File: config.mk
export PLATFORM = sky130hd
export DESIGN_NAME = calendar_to_epoch_seconds
export DESIGN_NICKNAME = d
export VERILOG_FILES = /design/src/rtl/cte_pkg.sv /design/src/rtl/cte_decode.sv /design/src/rtl/cte_days.sv /design/src/rtl/cte_scale.sv /design/src/rtl/calendar_to_epoch_seconds.sv
export SDC_FILE = /design/constraint.sdc
export NUM_CORES = 1
export LEC_CHECK = 0
export ABC_AREA = 0
export BUFFER_PORTS_ARGS = -buffer_cell sky130_fd_sc_hd__buf_2
export CAP_MARGIN = 0
export CORE_UTILIZATION = 62
export CTS_BUF_LIST = sky130_fd_sc_hd__clkbuf_8
export CTS_CLUSTER_DIAMETER = 100
export CTS_CLUSTER_SIZE = 30
export DETAILED_ROUTE_END_ITERATION = 10
export GPL_TIMING_DRIVEN = 0
export PLACE_DENSITY = 0.81
export SKIP_LAST_GASP = 1
export SYNTH_ARGS = -nofsm -noshare
export SYNTH_HDL_FRONTEND = slang
export SYNTH_SLANG_ARGS = --single-unit
File: constraint.sdc
create_clock -name clk_i -period 9 [get_ports clk_i]
set_clock_uncertainty 0.05 [all_clocks]
set_input_delay 0.45 -clock clk_i [delete_from_list [all_inputs] [get_ports clk_i]]
set_output_delay 0.45 -clock clk_i [all_outputs]
set_load 0.01 [all_outputs]
File: src/rtl/cte_pkg.sv
// Shared constants, types and calendar tables for the calendar to epoch seconds converter.
`default_nettype none
package cte_pkg;

  localparam int unsigned YEAR_BITS_DEF = 8;
  localparam int unsigned BASE_YEAR     = 1900;
  localparam int unsigned EPOCH_YEAR    = 1970;
  localparam int unsigned EPOCH_OFS     = 70;    // EPOCH_YEAR - BASE_YEAR
  localparam int unsigned SEC_W         = 33;
  localparam int unsigned PIPE_DEPTH    = 5;

  // floor(x / 100) = (x * Q100_MUL) >> Q100_SHIFT, exact for x below 8192
  localparam int unsigned Q100_MUL      = 5243;
  localparam int unsigned Q100_SHIFT    = 19;

  // leap years in 1..1969: 492 - 19 + 4
  localparam int unsigned LEAPS_1969    = 477;

  localparam logic [3:0] MON_FEB = 4'd1;
  localparam logic [3:0] MON_DEC = 4'd11;

  typedef struct packed {
    logic [4:0] hour;
    logic [5:0] minute;
    logic [5:0] second;
  } hms_t;

  // days ahead of the first of a month, common year
  function automatic logic [8:0] days_before_month(input logic [3:0] mon);
    logic [8:0] d;
    case (mon)
      4'd0:    d = 9'd0;
      4'd1:    d = 9'd31;
      4'd2:    d = 9'd59;
      4'd3:    d = 9'd90;
      4'd4:    d = 9'd120;
      4'd5:    d = 9'd151;
      4'd6:    d = 9'd181;
      4'd7:    d = 9'd212;
      4'd8:    d = 9'd243;
      4'd9:    d = 9'd273;
      4'd10:   d = 9'd304;
      4'd11:   d = 9'd334;
      default: d = 9'd0;
    endcase
    return d;
  endfunction

  // month length, common year
  function automatic logic [4:0] month_len(input logic [3:0] mon);
    logic [4:0] l;
    case (mon)
      4'd0, 4'd2, 4'd4, 4'd6, 4'd7, 4'd9, 4'd11: l = 5'd31;
      4'd3, 4'd5, 4'd8, 4'd10:                   l = 5'd30;
      4'd1:                                      l = 5'd28;
      default:                                   l = 5'd0;
    endcase
    return l;
  endfunction

endpackage
`default_nettype wire

File: src/rtl/cte_decode.sv
// Stage 1: field range checks and year-by-hundred quotients.
`default_nettype none
module cte_decode
  import cte_pkg::*;
#(
  parameter int unsigned YEAR_BITS = YEAR_BITS_DEF,
  parameter int unsigned YEAR_W    = 13
) (
  input  wire logic                 clk_i,
  input  wire logic                 rst_ni,
  input  wire logic                 in_valid_i,
  output logic                      in_ready_o,
  input  wire logic [YEAR_BITS-1:0] yoff_i,
  input  wire logic [3:0]           month_i,
  input  wire logic [4:0]           day_i,
  input  wire hms_t                 hms_i,
  output logic                      out_valid_o,
  input  wire logic                 out_ready_i,
  output logic [YEAR_W-1:0]         year_o,
  output logic [3:0]                month_o,
  output logic [4:0]                day_o,
  output hms_t                      hms_o,
  output logic [YEAR_W-7:0]         q_year_o,
  output logic [YEAR_W-7:0]         q_prev_o,
  output logic                      chk_o
);

  localparam int unsigned PROD_W = YEAR_W + 13;
  localparam int unsigned Q_W    = YEAR_W - 6;  // year / 100 < 2**YEAR_W / 64

  logic [YEAR_W-1:0] year;
  logic [YEAR_W-1:0] year_m1;
  logic [PROD_W-1:0] prod_y;
  logic [PROD_W-1:0] prod_p;
  logic              chk;
  logic              load;

  logic              v_q;
  logic [YEAR_W-1:0] year_q;
  logic [3:0]        month_q;
  logic [4:0]        day_q;
  hms_t              hms_q;
  logic [Q_W-1:0]    q_year_q;
  logic [Q_W-1:0]    q_prev_q;
  logic              chk_q;

  assign year    = YEAR_W'(BASE_YEAR) + YEAR_W'(yoff_i);
  assign year_m1 = year - YEAR_W'(1);
  assign prod_y  = PROD_W'(year) * PROD_W'(Q100_MUL);
  assign prod_p  = PROD_W'(year_m1) * PROD_W'(Q100_MUL);

  assign chk = (yoff_i >= YEAR_BITS'(EPOCH_OFS)) && (month_i <= MON_DEC) &&
               (hms_i.hour <= 5'd23) && (hms_i.minute <= 6'd59) &&
               (hms_i.second <= 6'd59);

  assign in_ready_o = !v_q || out_ready_i;
  assign load       = in_valid_i && in_ready_o;

  always_ff @(posedge clk_i or negedge rst_ni) begin
    if (!rst_ni) begin
      v_q <= 1'b0;
    end else if (in_ready_o) begin
      v_q <= in_valid_i;
    end
  end

  always_ff @(posedge clk_i) begin
    if (load) begin
      year_q   <= year;
      month_q  <= month_i;
      day_q    <= day_i;
      hms_q    <= hms_i;
      q_year_q <= prod_y[Q100_SHIFT +: Q_W];
      q_prev_q <= prod_p[Q100_SHIFT +: Q_W];
      chk_q    <= chk;
    end
  end

  assign out_valid_o = v_q;
  assign year_o      = year_q;
  assign month_o     = month_q;
  assign day_o       = day_q;
  assign hms_o       = hms_q;
  assign q_year_o    = q_year_q;
  assign q_prev_o    = q_prev_q;
  assign chk_o       = chk_q;

endmodule
`default_nettype wire

File: src/rtl/cte_days.sv
// Stage 2: leap rule, day-of-month check and day count since the epoch.
`default_nettype none
module cte_days
  import cte_pkg::*;
#(
  parameter int unsigned YEAR_W = 13,
  parameter int unsigned DAYS_W = 18
) (
  input  wire logic              clk_i,
  input  wire logic              rst_ni,
  input  wire logic              in_valid_i,
  output logic                   in_ready_o,
  input  wire logic [YEAR_W-1:0] year_i,
  input  wire logic [3:0]        month_i,
  input  wire logic [4:0]        day_i,
  input  wire hms_t              hms_i,
  input  wire logic [YEAR_W-7:0] q_year_i,
  input  wire logic [YEAR_W-7:0] q_prev_i,
  input  wire logic              chk_i,
  output logic                   out_valid_o,
  input  wire logic              out_ready_i,
  output logic [DAYS_W-1:0]      days_o,
  output hms_t                   hms_o,
  output logic                   ok_o
);

  logic [YEAR_W-1:0] hund;
  logic [YEAR_W-1:0] year_m1;
  logic              leap;
  logic              feb_leap;
  logic [4:0]        mlen;
  logic              day_ok;
  logic [DAYS_W-1:0] span;
  logic [DAYS_W-1:0] leaps;
  logic [DAYS_W-1:0] days;
  logic              load;

  logic              v_q;
  logic [DAYS_W-1:0] days_q;
  hms_t              hms_q;
  logic              ok_q;

  // divisible by 4, and not by 100 unless by 400
  assign hund     = YEAR_W'(q_year_i) * YEAR_W'(100);
  assign leap     = (year_i[1:0] == 2'b00) &&
                    ((year_i != hund) || (q_year_i[1:0] == 2'b00));
  assign feb_leap = (month_i == MON_FEB) && leap;
  assign mlen     = month_len(month_i) + 5'(feb_leap);
  assign day_ok   = (day_i != 5'd0) && (day_i <= mlen);

  // whole years since 1970 plus leap days in 1970..year-1 (mod 2**DAYS_W)
  assign year_m1 = year_i - YEAR_W'(1);
  assign span    = DAYS_W'(year_i - YEAR_W'(EPOCH_YEAR)) * DAYS_W'(365);
  assign leaps   = DAYS_W'(year_m1 >> 2) - DAYS_W'(q_prev_i) + DAYS_W'(q_prev_i >> 2)
                 - DAYS_W'(LEAPS_1969);
  assign days    = span + leaps + DAYS_W'(days_before_month(month_i))
                 + DAYS_W'((month_i > MON_FEB) && leap) + DAYS_W'(day_i) - DAYS_W'(1);

  assign in_ready_o = !v_q || out_ready_i;
  assign load       = in_valid_i && in_ready_o;

  always_ff @(posedge clk_i or negedge rst_ni) begin
    if (!rst_ni) begin
      v_q <= 1'b0;
    end else if (in_ready_o) begin
      v_q <= in_valid_i;
    end
  end

  always_ff @(posedge clk_i) begin
    if (load) begin
      days_q <= days;
      hms_q  <= hms_i;
      ok_q   <= chk_i && day_ok;
    end
  end

  assign out_valid_o = v_q;
  assign days_o      = days_q;
  assign hms_o       = hms_q;
  assign ok_o        = ok_q;

endmodule
`default_nettype wire

File: src/rtl/cte_scale.sv
// Stages 3 to 5: days to hours, hours to minutes, minutes to seconds.
`default_nettype none
module cte_scale
  import cte_pkg::*;
#(
  parameter int unsigned DAYS_W = 18
) (
  input  wire logic              clk_i,
  input  wire logic              rst_ni,
  input  wire logic              in_valid_i,
  output logic                   in_ready_o,
  input  wire logic [DAYS_W-1:0] days_i,
  input  wire hms_t              hms_i,
  input  wire logic              ok_i,
  output logic                   out_valid_o,
  input  wire logic              out_ready_i,
  output logic [SEC_W-1:0]       secs_o,
  output logic                   ok_o
);

  localparam int unsigned HR_W  = DAYS_W + 5;
  localparam int unsigned MIN_W = HR_W + 6;
  localparam int unsigned FUL_W = MIN_W + 6;

  logic             rdy_a, rdy_b, rdy_c;
  logic [HR_W-1:0]  hours;
  logic [MIN_W-1:0] mins;
  logic [FUL_W-1:0] secs_full;

  logic             va_q, vb_q, vc_q;
  logic [HR_W-1:0]  hours_q;
  logic [5:0]       min_a_q, sec_a_q, sec_b_q;
  logic             ok_a_q, ok_b_q, ok_c_q;
  logic [MIN_W-1:0] mins_q;
  logic [SEC_W-1:0] secs_q;

  assign rdy_c      = !vc_q || out_ready_i;
  assign rdy_b      = !vb_q || rdy_c;
  assign rdy_a      = !va_q || rdy_b;
  assign in_ready_o = rdy_a;

  assign hours     = HR_W'(days_i) * HR_W'(24) + HR_W'(hms_i.hour);
  assign mins      = MIN_W'(hours_q) * MIN_W'(60) + MIN_W'(min_a_q);
  assign secs_full = FUL_W'(mins_q) * FUL_W'(60) + FUL_W'(sec_b_q);

  always_ff @(posedge clk_i or negedge rst_ni) begin
    if (!rst_ni) begin
      va_q <= 1'b0;
      vb_q <= 1'b0;
      vc_q <= 1'b0;
    end else begin
      if (rdy_a) va_q <= in_valid_i;
      if (rdy_b) vb_q <= va_q;
      if (rdy_c) vc_q <= vb_q;
    end
  end

  always_ff @(posedge clk_i) begin
    if (in_valid_i && rdy_a) begin
      hours_q <= hours;
      min_a_q <= hms_i.minute;
      sec_a_q <= hms_i.second;
      ok_a_q  <= ok_i;
    end
    if (va_q && rdy_b) begin
      mins_q  <= mins;
      sec_b_q <= sec_a_q;
      ok_b_q  <= ok_a_q;
    end
    if (vb_q && rdy_c) begin
      secs_q <= ok_b_q ? secs_full[SEC_W-1:0] : '0;
      ok_c_q <= ok_b_q;
    end
  end

  assign out_valid_o = vc_q;
  assign secs_o      = secs_q;
  assign ok_o        = ok_c_q;

endmodule
`default_nettype wire

File: src/rtl/calendar_to_epoch_seconds.sv
// Top level: broken-down UTC date and time to seconds since 1970-01-01.
//
// Input stream (s_axis): one transfer carries a year offset from 1900, month
// (0 = January), day of month, hour, minute and second, packed in tdata.
// Output stream (m_axis): one transfer per input, tdata holds the seconds
// since the epoch and tuser[0] is the valid flag. Any field out of range
// (year before 1970, month above 11, day zero or past month end, hour,
// minute or second too large) gives tuser[0] = 0 and tdata = 0.
//
// Five register stages: range checks and year / 100, leap rule and day
// count, then x24, x60, x60 with one constant multiply per stage. The
// result shows on m_axis once it has passed through each stage register
// in the order above. Throughput is one transfer per cycle while the
// receiver takes results; each stage holds one item and the multiply
// chain sets the depth.
//
// Reset clears all stage valid bits; no result is pending afterwards.
// When the receiver stalls, items close up into empty stages and
// s_axis_tready drops only once all five stages are full; nothing is lost
// or repeated.
`default_nettype none
module calendar_to_epoch_seconds
  import cte_pkg::*;
#(
  parameter int unsigned YEAR_BITS = YEAR_BITS_DEF
) (
  input  wire logic clk_i,
  input  wire logic rst_ni,
  input  wire logic s_axis_tvalid,
  output logic      s_axis_tready,
  // year_since_1900, month, day_of_month, hour, minute, second; zero pad
  input  wire logic [((YEAR_BITS+26+7)/8)*8-1:0] s_axis_tdata,
  output logic      m_axis_tvalid,
  input  wire logic m_axis_tready,
  // epoch_seconds; zero pad
  output logic [((SEC_W+7)/8)*8-1:0] m_axis_tdata,
  // valid_res
  output logic [0:0] m_axis_tuser
);

  localparam int unsigned YEAR_W = $clog2(BASE_YEAR + 2**YEAR_BITS);
  localparam int unsigned DAYS_W = YEAR_BITS + 10;
  localparam int unsigned OUT_W  = ((SEC_W+7)/8)*8;
  localparam int unsigned OCC_W  = $clog2(PIPE_DEPTH + 1);

  // input field unpack
  logic [YEAR_BITS-1:0] yoff;
  logic [3:0]           month;
  logic [4:0]           day;
  hms_t                 hms_in;

  assign yoff          = s_axis_tdata[YEAR_BITS-1:0];
  assign month         = s_axis_tdata[YEAR_BITS +: 4];
  assign day           = s_axis_tdata[YEAR_BITS+4 +: 5];
  assign hms_in.hour   = s_axis_tdata[YEAR_BITS+9 +: 5];
  assign hms_in.minute = s_axis_tdata[YEAR_BITS+14 +: 6];
  assign hms_in.second = s_axis_tdata[YEAR_BITS+20 +: 6];

  // stage 1 -> 2
  logic              dec_valid, dec_ready;
  logic [YEAR_W-1:0] dec_year;
  logic [3:0]        dec_month;
  logic [4:0]        dec_day;
  hms_t              dec_hms;
  logic [YEAR_W-7:0] dec_qy, dec_qp;
  logic              dec_chk;

  // stage 2 -> 3
  logic              day_valid, day_ready;
  logic [DAYS_W-1:0] day_count;
  hms_t              day_hms;
  logic              day_ok;

  logic [SEC_W-1:0]  secs;
  logic              res_ok;

  cte_decode #(
    .YEAR_BITS (YEAR_BITS),
    .YEAR_W    (YEAR_W)
  ) u_decode (
    .clk_i       (clk_i),
    .rst_ni      (rst_ni),
    .in_valid_i  (s_axis_tvalid),
    .in_ready_o  (s_axis_tready),
    .yoff_i      (yoff),
    .month_i     (month),
    .day_i       (day),
    .hms_i       (hms_in),
    .out_valid_o (dec_valid),
    .out_ready_i (dec_ready),
    .year_o      (dec_year),
    .month_o     (dec_month),
    .day_o       (dec_day),
    .hms_o       (dec_hms),
    .q_year_o    (dec_qy),
    .q_prev_o    (dec_qp),
    .chk_o       (dec_chk)
  );

  cte_days #(
    .YEAR_W (YEAR_W),
    .DAYS_W (DAYS_W)
  ) u_days (
    .clk_i       (clk_i),
    .rst_ni      (rst_ni),
    .in_valid_i  (dec_valid),
    .in_ready_o  (dec_ready),
    .year_i      (dec_year),
    .month_i     (dec_month),
    .day_i       (dec_day),
    .hms_i       (dec_hms),
    .q_year_i    (dec_qy),
    .q_prev_i    (dec_qp),
    .chk_i       (dec_chk),
    .out_valid_o (day_valid),
    .out_ready_i (day_ready),
    .days_o      (day_count),
    .hms_o       (day_hms),
    .ok_o        (day_ok)
  );

  cte_scale #(
    .DAYS_W (DAYS_W)
  ) u_scale (
    .clk_i       (clk_i),
    .rst_ni      (rst_ni),
    .in_valid_i  (day_valid),
    .in_ready_o  (day_ready),
    .days_i      (day_count),
    .hms_i       (day_hms),
    .ok_i        (day_ok),
    .out_valid_o (m_axis_tvalid),
    .out_ready_i (m_axis_tready),
    .secs_o      (secs),
    .ok_o        (res_ok)
  );

  assign m_axis_tdata = OUT_W'(secs);
  assign m_axis_tuser = res_ok;

  // items in flight, for checking only
  logic [OCC_W-1:0] occ_q, occ_d;
  logic             in_xfer, out_xfer;

  assign in_xfer  = s_axis_tvalid && s_axis_tready;
  assign out_xfer = m_axis_tvalid && m_axis_tready;
  assign occ_d    = occ_q + OCC_W'(in_xfer) - OCC_W'(out_xfer);

  always_ff @(posedge clk_i or negedge rst_ni) begin
    if (!rst_ni) begin
      occ_q <= '0;
    end else begin
      occ_q <= occ_d;
    end
  end

  a_rejected_is_zero : assert property (@(posedge clk_i) disable iff (!rst_ni)
    m_axis_tvalid && !m_axis_tuser[0] |-> m_axis_tdata == '0)
    else $error("invalid result with nonzero seconds");

  a_occ_bound : assert property (@(posedge clk_i) disable iff (!rst_ni)
    occ_q <= OCC_W'(PIPE_DEPTH))
    else $error("more items in flight than pipeline stages");

  a_stall_only_when_full : assert property (@(posedge clk_i) disable iff (!rst_ni)
    !s_axis_tready |-> m_axis_tvalid && !m_axis_tready && occ_q == OCC_W'(PIPE_DEPTH))
    else $error("input stalled with room in the pipeline");

  a_out_has_item : assert property (@(posedge clk_i) disable iff (!rst_ni)
    m_axis_tvalid |-> occ_q != '0)
    else $error("result presented with nothing in flight");

endmodule
`default_nettype wire

==> impl_metrics.toml, run 1 <==
[grt]
grtUsageTotal_pct = 23.4
overflow = 0
grt_max_degree = 39
grt_pass1_wl_um = 78900
grt_pass1_vias = 17510
antenna_found_initial = 0

[final_layout]
design.final.nets = 3038
area_delta_synth_final_pct = 6.05
drive_above_1_share_pct = 7.16
antenna_cells = 0

[yosys]
synth_cell_types = 89
synth_area_um2 = 24400
synth_top_cell_by_area = "edfxtp_1"
yosys_warnings = 0
synth_top_area_share_pct = 23.8
ys_top_cells_by_area = "edfxtp_1, fa_1, ha_1, inv_1, xnor2_1"
yosysMostFrequentCell = "inv_1"
async_flop_share_pct = 2.38
synth_commonest_cells = "inv_1, ha_1, fa_1"
ys_seq_area_share_pct = 25.3
synth_edf_count = 193
synth.ff_latch_count = 210
synth_flop_cell = "edfxtp_1"
syn_area_per_cell_um2 = 10.8
synth_cells = 2247

[sta]
tightest_slew_ps = 1140
hold_viol_final = 0
worst_slack_ps = 607
rsz0062_at_grt = "false"
maxSlewHeadroom_pct = 24.0
min_period_ps = 8390
layout_worst_path_cycle_share_pct = 93.3
setup_viol = 0
fmax_mhz = 119
tns_ps = 0
slew_viol_final = 0
holdWs_ps = 33.2

[routing]
firstDrtPassIters = 5
drcViolationCount = 0
drtIter0Drc = 678
final_antenna_net_count = 0
dr_total_vias = 16099
avgViaCountPerCell = 5.59
wl_um = 44600
wire_per_inst_um = 15.5

[critical_path]
r2r_end = "u_days.days_o[16]$_DFFE_PP_"
worst-path-buf-inv = 1
rr_startpoint = "u_decode.q_year_o[2]$_DFFE_PP_"
crit_family = "adder cells"
rrSetupSlack_ps = 610
critPathLaunchType = "flop"
cp.arrival_ps = 8660
cp-endpoint = "u_days.days_o[16]$_DFFE_PP_"
startpoint = "u_decode.q_year_o[2]$_DFFE_PP_"
critPathMostFrequentCell = "fa_1"
reg2reg_depth = 28
cpPeakStageDelay_ps = 530
criticalPathCategory = "reg2reg"
worstPathMaxFanout = 3
cp_num_cells = 28
cp.required_ps = 9260
worstSetupEndpointType = "flop"
cpMaxStageDelayCell = "or4_1"

[job]
cap_viol_max_count = 0

[clock_tree]
max-clock-path-buffers = 3
clock_latency_ps = 550
cts_sinks = 210
cts_made_buffers = 13
clock-root-buffer = "clkbuf_8"
cts_tree = "done"
htreeDepth = 1
clk_pin_slew_ps = 150

[run_status]
status = "complete, no violations"

[placed_design]
dp_hpwl_um = 37900
dp_slack_ps = 321
gp_congestion = 0.862
port_buffers = 73

[die]
initial_utilization_pct = 62.9
die_y_um = 200
row_count = 72
ios = 87
dieArea_um2 = 40100
core_area_um2 = 38700
die_w_um = 200

[hold_path]
worstHoldPathType = "in2reg"
## logic make-up after synthesis
group	synth area share (%)
AO/OA/AOI/OAI	9.27
XOR/XNOR	7.29
adder cells (fa/ha/maj)	41.3
buffers and inverters	6.54
flip-flops	25.3
multiplexers	0.508
other	0.0154
AND/OR/NAND/NOR	9.76
## final cells by class
cell class	instances	area, µm²
well taps	518	648
clock inverters	9	113
inverters	388	1460
plain buffers	28	138
flip-flops and latches	210	6160
clock buffers	13	179
fillers	2926	12900
multi-input cells	1627	16700
repair buffers	85	488
## per-stage QoR
stage               cell area (µm²)  cells  utilization, %
CTS                           25800   2873            66.6
global placement              25400   2844            65.6
global route                  25800   2878            66.7
finish                        25800   2878            66.7
detailed placement            25400   2845            65.7
floorplan                     24400   2253               -
## timing repair
item | 4_1_cts | 5_1_grt
resized for setup | 0 | 3
buffers inserted | 0 | 3
endpoints found under the hold margin | 10 | 2
hold buffers | 6 | 2
endpoints found under the setup margin | 0 | 2
## layout by cell type, fill, tap and decap left out, drive strengths merged, types with 7 or more instances in the layout
cell type	count
nor2b	24
nand4	20
o31ai	8
edfxtp	193
mux2i	9
clkbuf	32
conb	7
o211ai	11
xnor2	141
or2	12
and2	29
nand3	55
xor2	60
nor2	99
a21o	48
fa	273
o21a	22
inv	393
o21ai	53
dlygate4sd3	8
and3	17
ha	368
nor3	28
nand2b	21
dfxtp	12
or3	12
o21bai	16
buf	86
nand4b	8
nand2	83
a31oi	14
a21oi	97
## worst min-delay path by stage
stage | from | to | slack, ps | depth (start not counted)
2_1_floorplan | rst_ni | u_days.out_valid_o$_DFFE_PN0P_ | 100 | 0
3_3_place_gp | rst_ni | u_decode.out_valid_o$_DFFE_PN0N_ | 220 | 1
3_5_place_dp | rst_ni | u_decode.out_valid_o$_DFFE_PN0N_ | 220 | 1
4_1_cts | s_axis_tdata[9] | u_decode.month_o[1]$_DFFE_PP_ | 0.6 | 1
5_1_grt | s_axis_tdata[24] | u_decode.hms_o[8]$_DFFE_PP_ | 5 | 1
6_report | s_axis_tdata[28] | u_decode.hms_o[0]$_DFFE_PP_ | 30 | 1
## metal layers
metal | GRT usage (%) | up-vias | share of wire [%]
met3 | 1.85 | 62 | 3.0
li1 | - | 7796 | -
met5 | 0 | - | 0
met1 | 27.6 | 7950 | 40
met2 | 45.7 | 291 | 55
met4 | 5.49 | 0 | 2.0
## sequential cells by signal, indices dropped and copies added (netlist names), 4 cells and up, named ones only
name,flops
u_days.days_o,18
u_days.hms_o,17
u_decode.day_o,5
u_decode.hms_o,17
u_decode.month_o,4
u_decode.q_prev_o,6
u_decode.q_year_o,6
u_decode.year_o,12
u_scale.hours_q,23
u_scale.min_a_q,6
u_scale.mins_q,29
u_scale.sec_a_q,6
u_scale.sec_b_q,6
u_scale.secs_o,33
Power of run 1 is not shown: default switching activity piles up to over one toggle a cycle in this logic, so the estimate is an artifact.
==> run 2: changes to the inputs <==
ABC_CLOCK_PERIOD_IN_PS = 9000   (was not set)
BUFFER_PORTS_ARGS = -buffer_cell sky130_fd_sc_hd__clkbuf_2   (was -buffer_cell sky130_fd_sc_hd__buf_2)
==> run 2 against run 1 <==
Effect of this change: first-iteration DRC count fell by 13%; setup slack got worse by 110 ps; cell count grew 0.35%; sequential cell count unchanged; cell area is 0.60% higher; die area is the same; clock-buffer cell count is 2 higher; fmax fell by 1.3%; routed wire length is 0.21% higher; utilization rose by 0.40 points; critical path type unchanged; largest cell class unchanged.
==> impl_metrics.toml, run 2 (same netlist as run 1, synthesis figures left out) <==
[sta]
maxSlewHeadroom_pct = 22.5
layout_worst_path_cycle_share_pct = 94.5
fmax_mhz = 118
min_period_ps = 8500
tns_ps = 0
setup_viol = 0
tightest_slew_ps = 1160
rsz0062_at_grt = "false"
slew_viol_final = 0
hold_viol_final = 0

[die]
die_y_um = 200
ios = 87
dieArea_um2 = 40100
die_w_um = 200
core_area_um2 = 38700
row_count = 72
initial_utilization_pct = 62.9

[final_layout]
n_fill_cell = 2847
utilization_pct = 67.1
final_common_cell = "inv_1"
drive_above_1_share_pct = 7.05
largest_reg_flops = 33
antenna_cells = 0
area_delta_synth_final_pct = 6.69
design.final.nets = 3047
mostFrequentLayoutCells = "inv_1, ha_1, fa_1, edfxtp_1, xnor2_1"

[critical_path]
cpMaxStageDelayCell = "or4_1"
critPathLaunchType = "flop"
worstSetupEndpointType = "flop"
cp.arrival_ps = 8810
cp.required_ps = 9310
reg2reg_depth = 28
cpPeakStageDelay_ps = 530
criticalPathCategory = "reg2reg"
worstPathMaxFanout = 4
critPathMostFrequentCell = "fa_1"

[grt]
grtUsageTotal_pct = 23.4
grt_pass1_vias = 17373
grt_pass1_wl_um = 77900
grt_max_degree = 39
antenna_found_initial = 0
overflow = 0

[routing]
wire_per_inst_um = 15.5
final_antenna_net_count = 0
dr_total_vias = 16024
drtIter0Drc = 588
wl_um = 44700
drcViolationCount = 0
avgViaCountPerCell = 5.55
firstDrtPassIters = 5

[placed_design]
port_buffers = 73
gp_congestion = 0.864
dp_hpwl_um = 37800

[clock_tree]
cts_tree = "done"
clock_latency_ps = 590
htreeDepth = 1
clk_pin_slew_ps = 160
cts_made_buffers = 14
cts_sinks = 210
max-clock-path-buffers = 3
clock-root-buffer = "clkbuf_8"

[run_status]
status = "complete, no violations"

[hold_path]
holdPathStages = 1
worstHoldPathType = "in2reg"

[job]
cap_viol_max_count = 0
## run 2: cell count changes in the layout (fill, tap and decap cells not counted)
cell	change
buf_2	-73
buf_4	-3
clkbuf_2	+73
clkbuf_8	+2
clkinv_16	+2
clkinv_2	-1
clkinv_8	+1
clkinvlp_4	-1
dlygate4sd3_1	+11
inv_1	+1
inv_12	-1
inv_8	-1
## run 2: cell type report
| cell class | count | area, µm² | share of cell area, % |
|---|---|---|---|
| Buffer | 28 | 138 | 0.529 |
| Tap cell | 518 | 648 | 2.49 |
| Clock inverter | 9 | 153 | 0.587 |
| Sequential cell | 210 | 6160 | 23.7 |
| Timing Repair Buffer | 93 | 576 | 2.21 |
| Inverter | 388 | 1460 | 5.60 |
| Clock buffer | 15 | 206 | 0.794 |
| Multi-Input combinational cell | 1627 | 16700 | 64.1 |
## run 2: through the flow
stage               instance area (µm²)  hold slack (ps)  setup slack [ps]  std cells
detailed placement                25400              226               346       2845
global placement                  25400              218               473       2844
finish                            26000             37.1               499       2888
CTS                               26000            0.508               328       2887
floorplan                         24400              104              1090       2253
global route                      26000             6.00               101       2888
## run 2: repair_timing
action / CTS / global route
resized for setup: 0 / 3
hold endpoints to repair: 22 / 1
hold buffers: 18 / 1
buffers inserted: 0 / 0
endpoints found under the setup margin: 0 / 2
## run 2: worst paths after layout
| kind | to | slack [ps] | startpoint |
|---|---|---|---|
| max in group asynchronous | u_scale.out_valid_o$_DFFE_PN0P_ | 8560 | rst_ni |
| worst max-delay path | u_days.days_o[16]$_DFFE_PP_ | 500 | u_decode.q_year_o[1]$_DFFE_PP_ |
| min in group asynchronous | u_decode.out_valid_o$_DFFE_PN0N_ | 200 | rst_ni |
| worst min register to register | u_days.hms_o[13]$_DFFE_PP_ | 380 | u_decode.hms_o[13]$_DFFE_PP_ |
| worst max register to register | u_days.days_o[16]$_DFFE_PP_ | 500 | u_decode.q_year_o[1]$_DFFE_PP_ |
| worst min-delay path | u_decode.month_o[1]$_DFFE_PP_ | 40 | s_axis_tdata[9] |
## run 2: worst max-delay path, delay by kind of cell, from the launching register on
| family | cells | cell delay (ps) |
|---|---|---|
| AO/OA/AOI/OAI | 10 | 2010 |
| XOR/XNOR | 3 | 370 |
| adder cells (fa/ha/maj) | 11 | 4320 |
| buffers and inverters | 1 | 60 |
| flip-flops | 1 | 500 |
| AND/OR/NAND/NOR | 3 | 970 |
## run 2: routing by layer
metal  global-route usage (%)  vias to the layer above  wire length (µm)
met3                     2.46                       79              1270
met4                     6.26                        0              1080
met5                        0                        -                 0
met2                     45.0                      250             24200
li1                         -                     7815                 -
met1                     27.4                     7880             18200
Power of run 2 is left out for the same reason.
==> run 3: changes to the inputs <==
==> constraint.sdc (replaced) <==
create_clock -name clk_i -period 9 [get_ports clk_i]
set_clock_uncertainty 0.05 [all_clocks]
set_input_delay 0.9 -clock clk_i [delete_from_list [all_inputs] [get_ports clk_i]]
set_output_delay 0.9 -clock clk_i [all_outputs]
set_load 0.01 [all_outputs]
==> run 3 against run 2 <==
Effect of this change: register-to-register slack got worse by 90 ps; utilization fell by 0.51 points; routed wire length fell by 0.72%; via count fell by 0.59%; sequential cell count did not move; cell area fell by 0.76%; cell count fell by 0.66%; hold slack improved by 33 ps; non-clock buffer count fell by 19; clock-buffer cell count did not move; critical path type unchanged.
==> impl_metrics.toml, run 3 (same netlist as run 1, synthesis figures left out) <==
[run_status]
status = "complete, no violations"

[grt]
met3_usage_pct = 2.54
met1_usage_pct = 27.3
grt.met2_usage_pct = 44.6
grtUsageTotal_pct = 23.3
grt_busiest_layer = "met2"
grt_pass1_vias = 17272
antenna_found_initial = 0
grt_max_degree = 39
grt_pass1_wl_um = 77500
overflow = 0

[routing]
dr_total_vias = 15930
avgViaCountPerCell = 5.55
firstDrtPassIters = 5
drcViolationCount = 0
wl_um = 44400
final_antenna_net_count = 0
wire_per_inst_um = 15.5
drtIter0Drc = 620

[sta]
tightest_slew_ps = 1150
hold_viol_final = 0
setup_viol = 0
min_period_ps = 8590
slew_viol_final = 0
rsz0062_at_grt = "true"
layout_worst_path_cycle_share_pct = 95.5
maxSlewHeadroom_pct = 23.2
holdWs_ps = 70.6
fmax_mhz = 116
tns_ps = 0

[critical_path]
worstSetupEndpointType = "flop"
reg2reg_depth = 28
rrSetupSlack_ps = 410
critPathMostFrequentCell = "fa_1"
cp.required_ps = 9310
cp.arrival_ps = 8900
cpPeakStageDelay_ps = 520
cpMaxStageDelayCell = "fa_1"
r2r_end = "u_days.days_o[16]$_DFFE_PP_"
critPathLaunchType = "flop"
crit_family = "adder cells"
worstPathMaxFanout = 4
rr_startpoint = "u_decode.q_year_o[1]$_DFFE_PP_"
criticalPathCategory = "reg2reg"
worst-path-buf-inv = 1

[die]
die_w_um = 200
dieArea_um2 = 40100
die_y_um = 200
ios = 87
initial_utilization_pct = 62.9
core_area_um2 = 38700
row_count = 72

[final_layout]
n_fill_cell = 2870
design.final.nets = 3028
final_common_cell = "inv_1"
area_delta_synth_final_pct = 5.89
drive_above_1_share_pct = 7.06
mostFrequentLayoutCells = "inv_1, ha_1, fa_1, edfxtp_1, xnor2_1"
instances_no_fill = 2869
antenna_cells = 0
utilization_pct = 66.6
largest_reg_flops = 33

[placed_design]
dp_hpwl_um = 37800
dp_cells = 2845
port_buffers = 73
gp_congestion = 0.864

[clock_tree]
cts_made_buffers = 14
postCtsSetupBuffers = 0
max-clock-path-buffers = 3
clock_latency_ps = 560
hold_buffers = 0
cts_tree = "done"
htreeDepth = 1
clock-root-buffer = "clkbuf_8"
clk_pin_slew_ps = 160
ctsResizeCount = 0
cts_sinks = 210

[job]
cap_viol_max_count = 0

[hold_path]
worstHoldPathType = "in2async"
[run 3: layout make-up]
cell class,instances,area [µm²],area share (%)
plain buffers,28,138,0.534
clock buffers,15,206,0.800
clock inverters,9,153,0.592
inverters,388,1460,5.65
multi-input cells,1627,16600,64.5
flip-flops and latches,210,6160,23.9
well taps,518,648,2.51
repair buffers,74,385,1.49
[run 3: worst max-delay path by stage]
stage                                              start  depth (start not counted)                              to
after floorplan           u_decode.q_year_o[1]$_DFFE_PP_                         28     u_days.days_o[16]$_DFFE_PP_
after global placement                   s_axis_tdata[2]                         31  u_decode.q_prev_o[5]$_DFFE_PP_
after detailed placement                 s_axis_tdata[2]                         31  u_decode.q_prev_o[5]$_DFFE_PP_
after CTS                 u_decode.q_year_o[1]$_DFFE_PP_                         28     u_days.days_o[16]$_DFFE_PP_
after global routing      u_decode.q_year_o[1]$_DFFE_PP_                         28     u_days.days_o[16]$_DFFE_PP_
final                     u_decode.q_year_o[1]$_DFFE_PP_                         28     u_days.days_o[16]$_DFFE_PP_
[run 3: per-stage QoR]
stage	setup slack [ps]	area [µm²]
after floorplan	1090	24400
after global placement	278	25400
after detailed placement	45.7	25400
after CTS	328	25800
after global routing	-7.34	25800
final	409	25800
[run 3: per-layer routing]
metal | share of wire (%) | wire [µm]
met4 | 2.4 | 1090
met5 | 0 | 0
met1 | 41 | 18100
met2 | 54 | 23900
met3 | 2.8 | 1260
Power of run 3 is left out for the same reason.
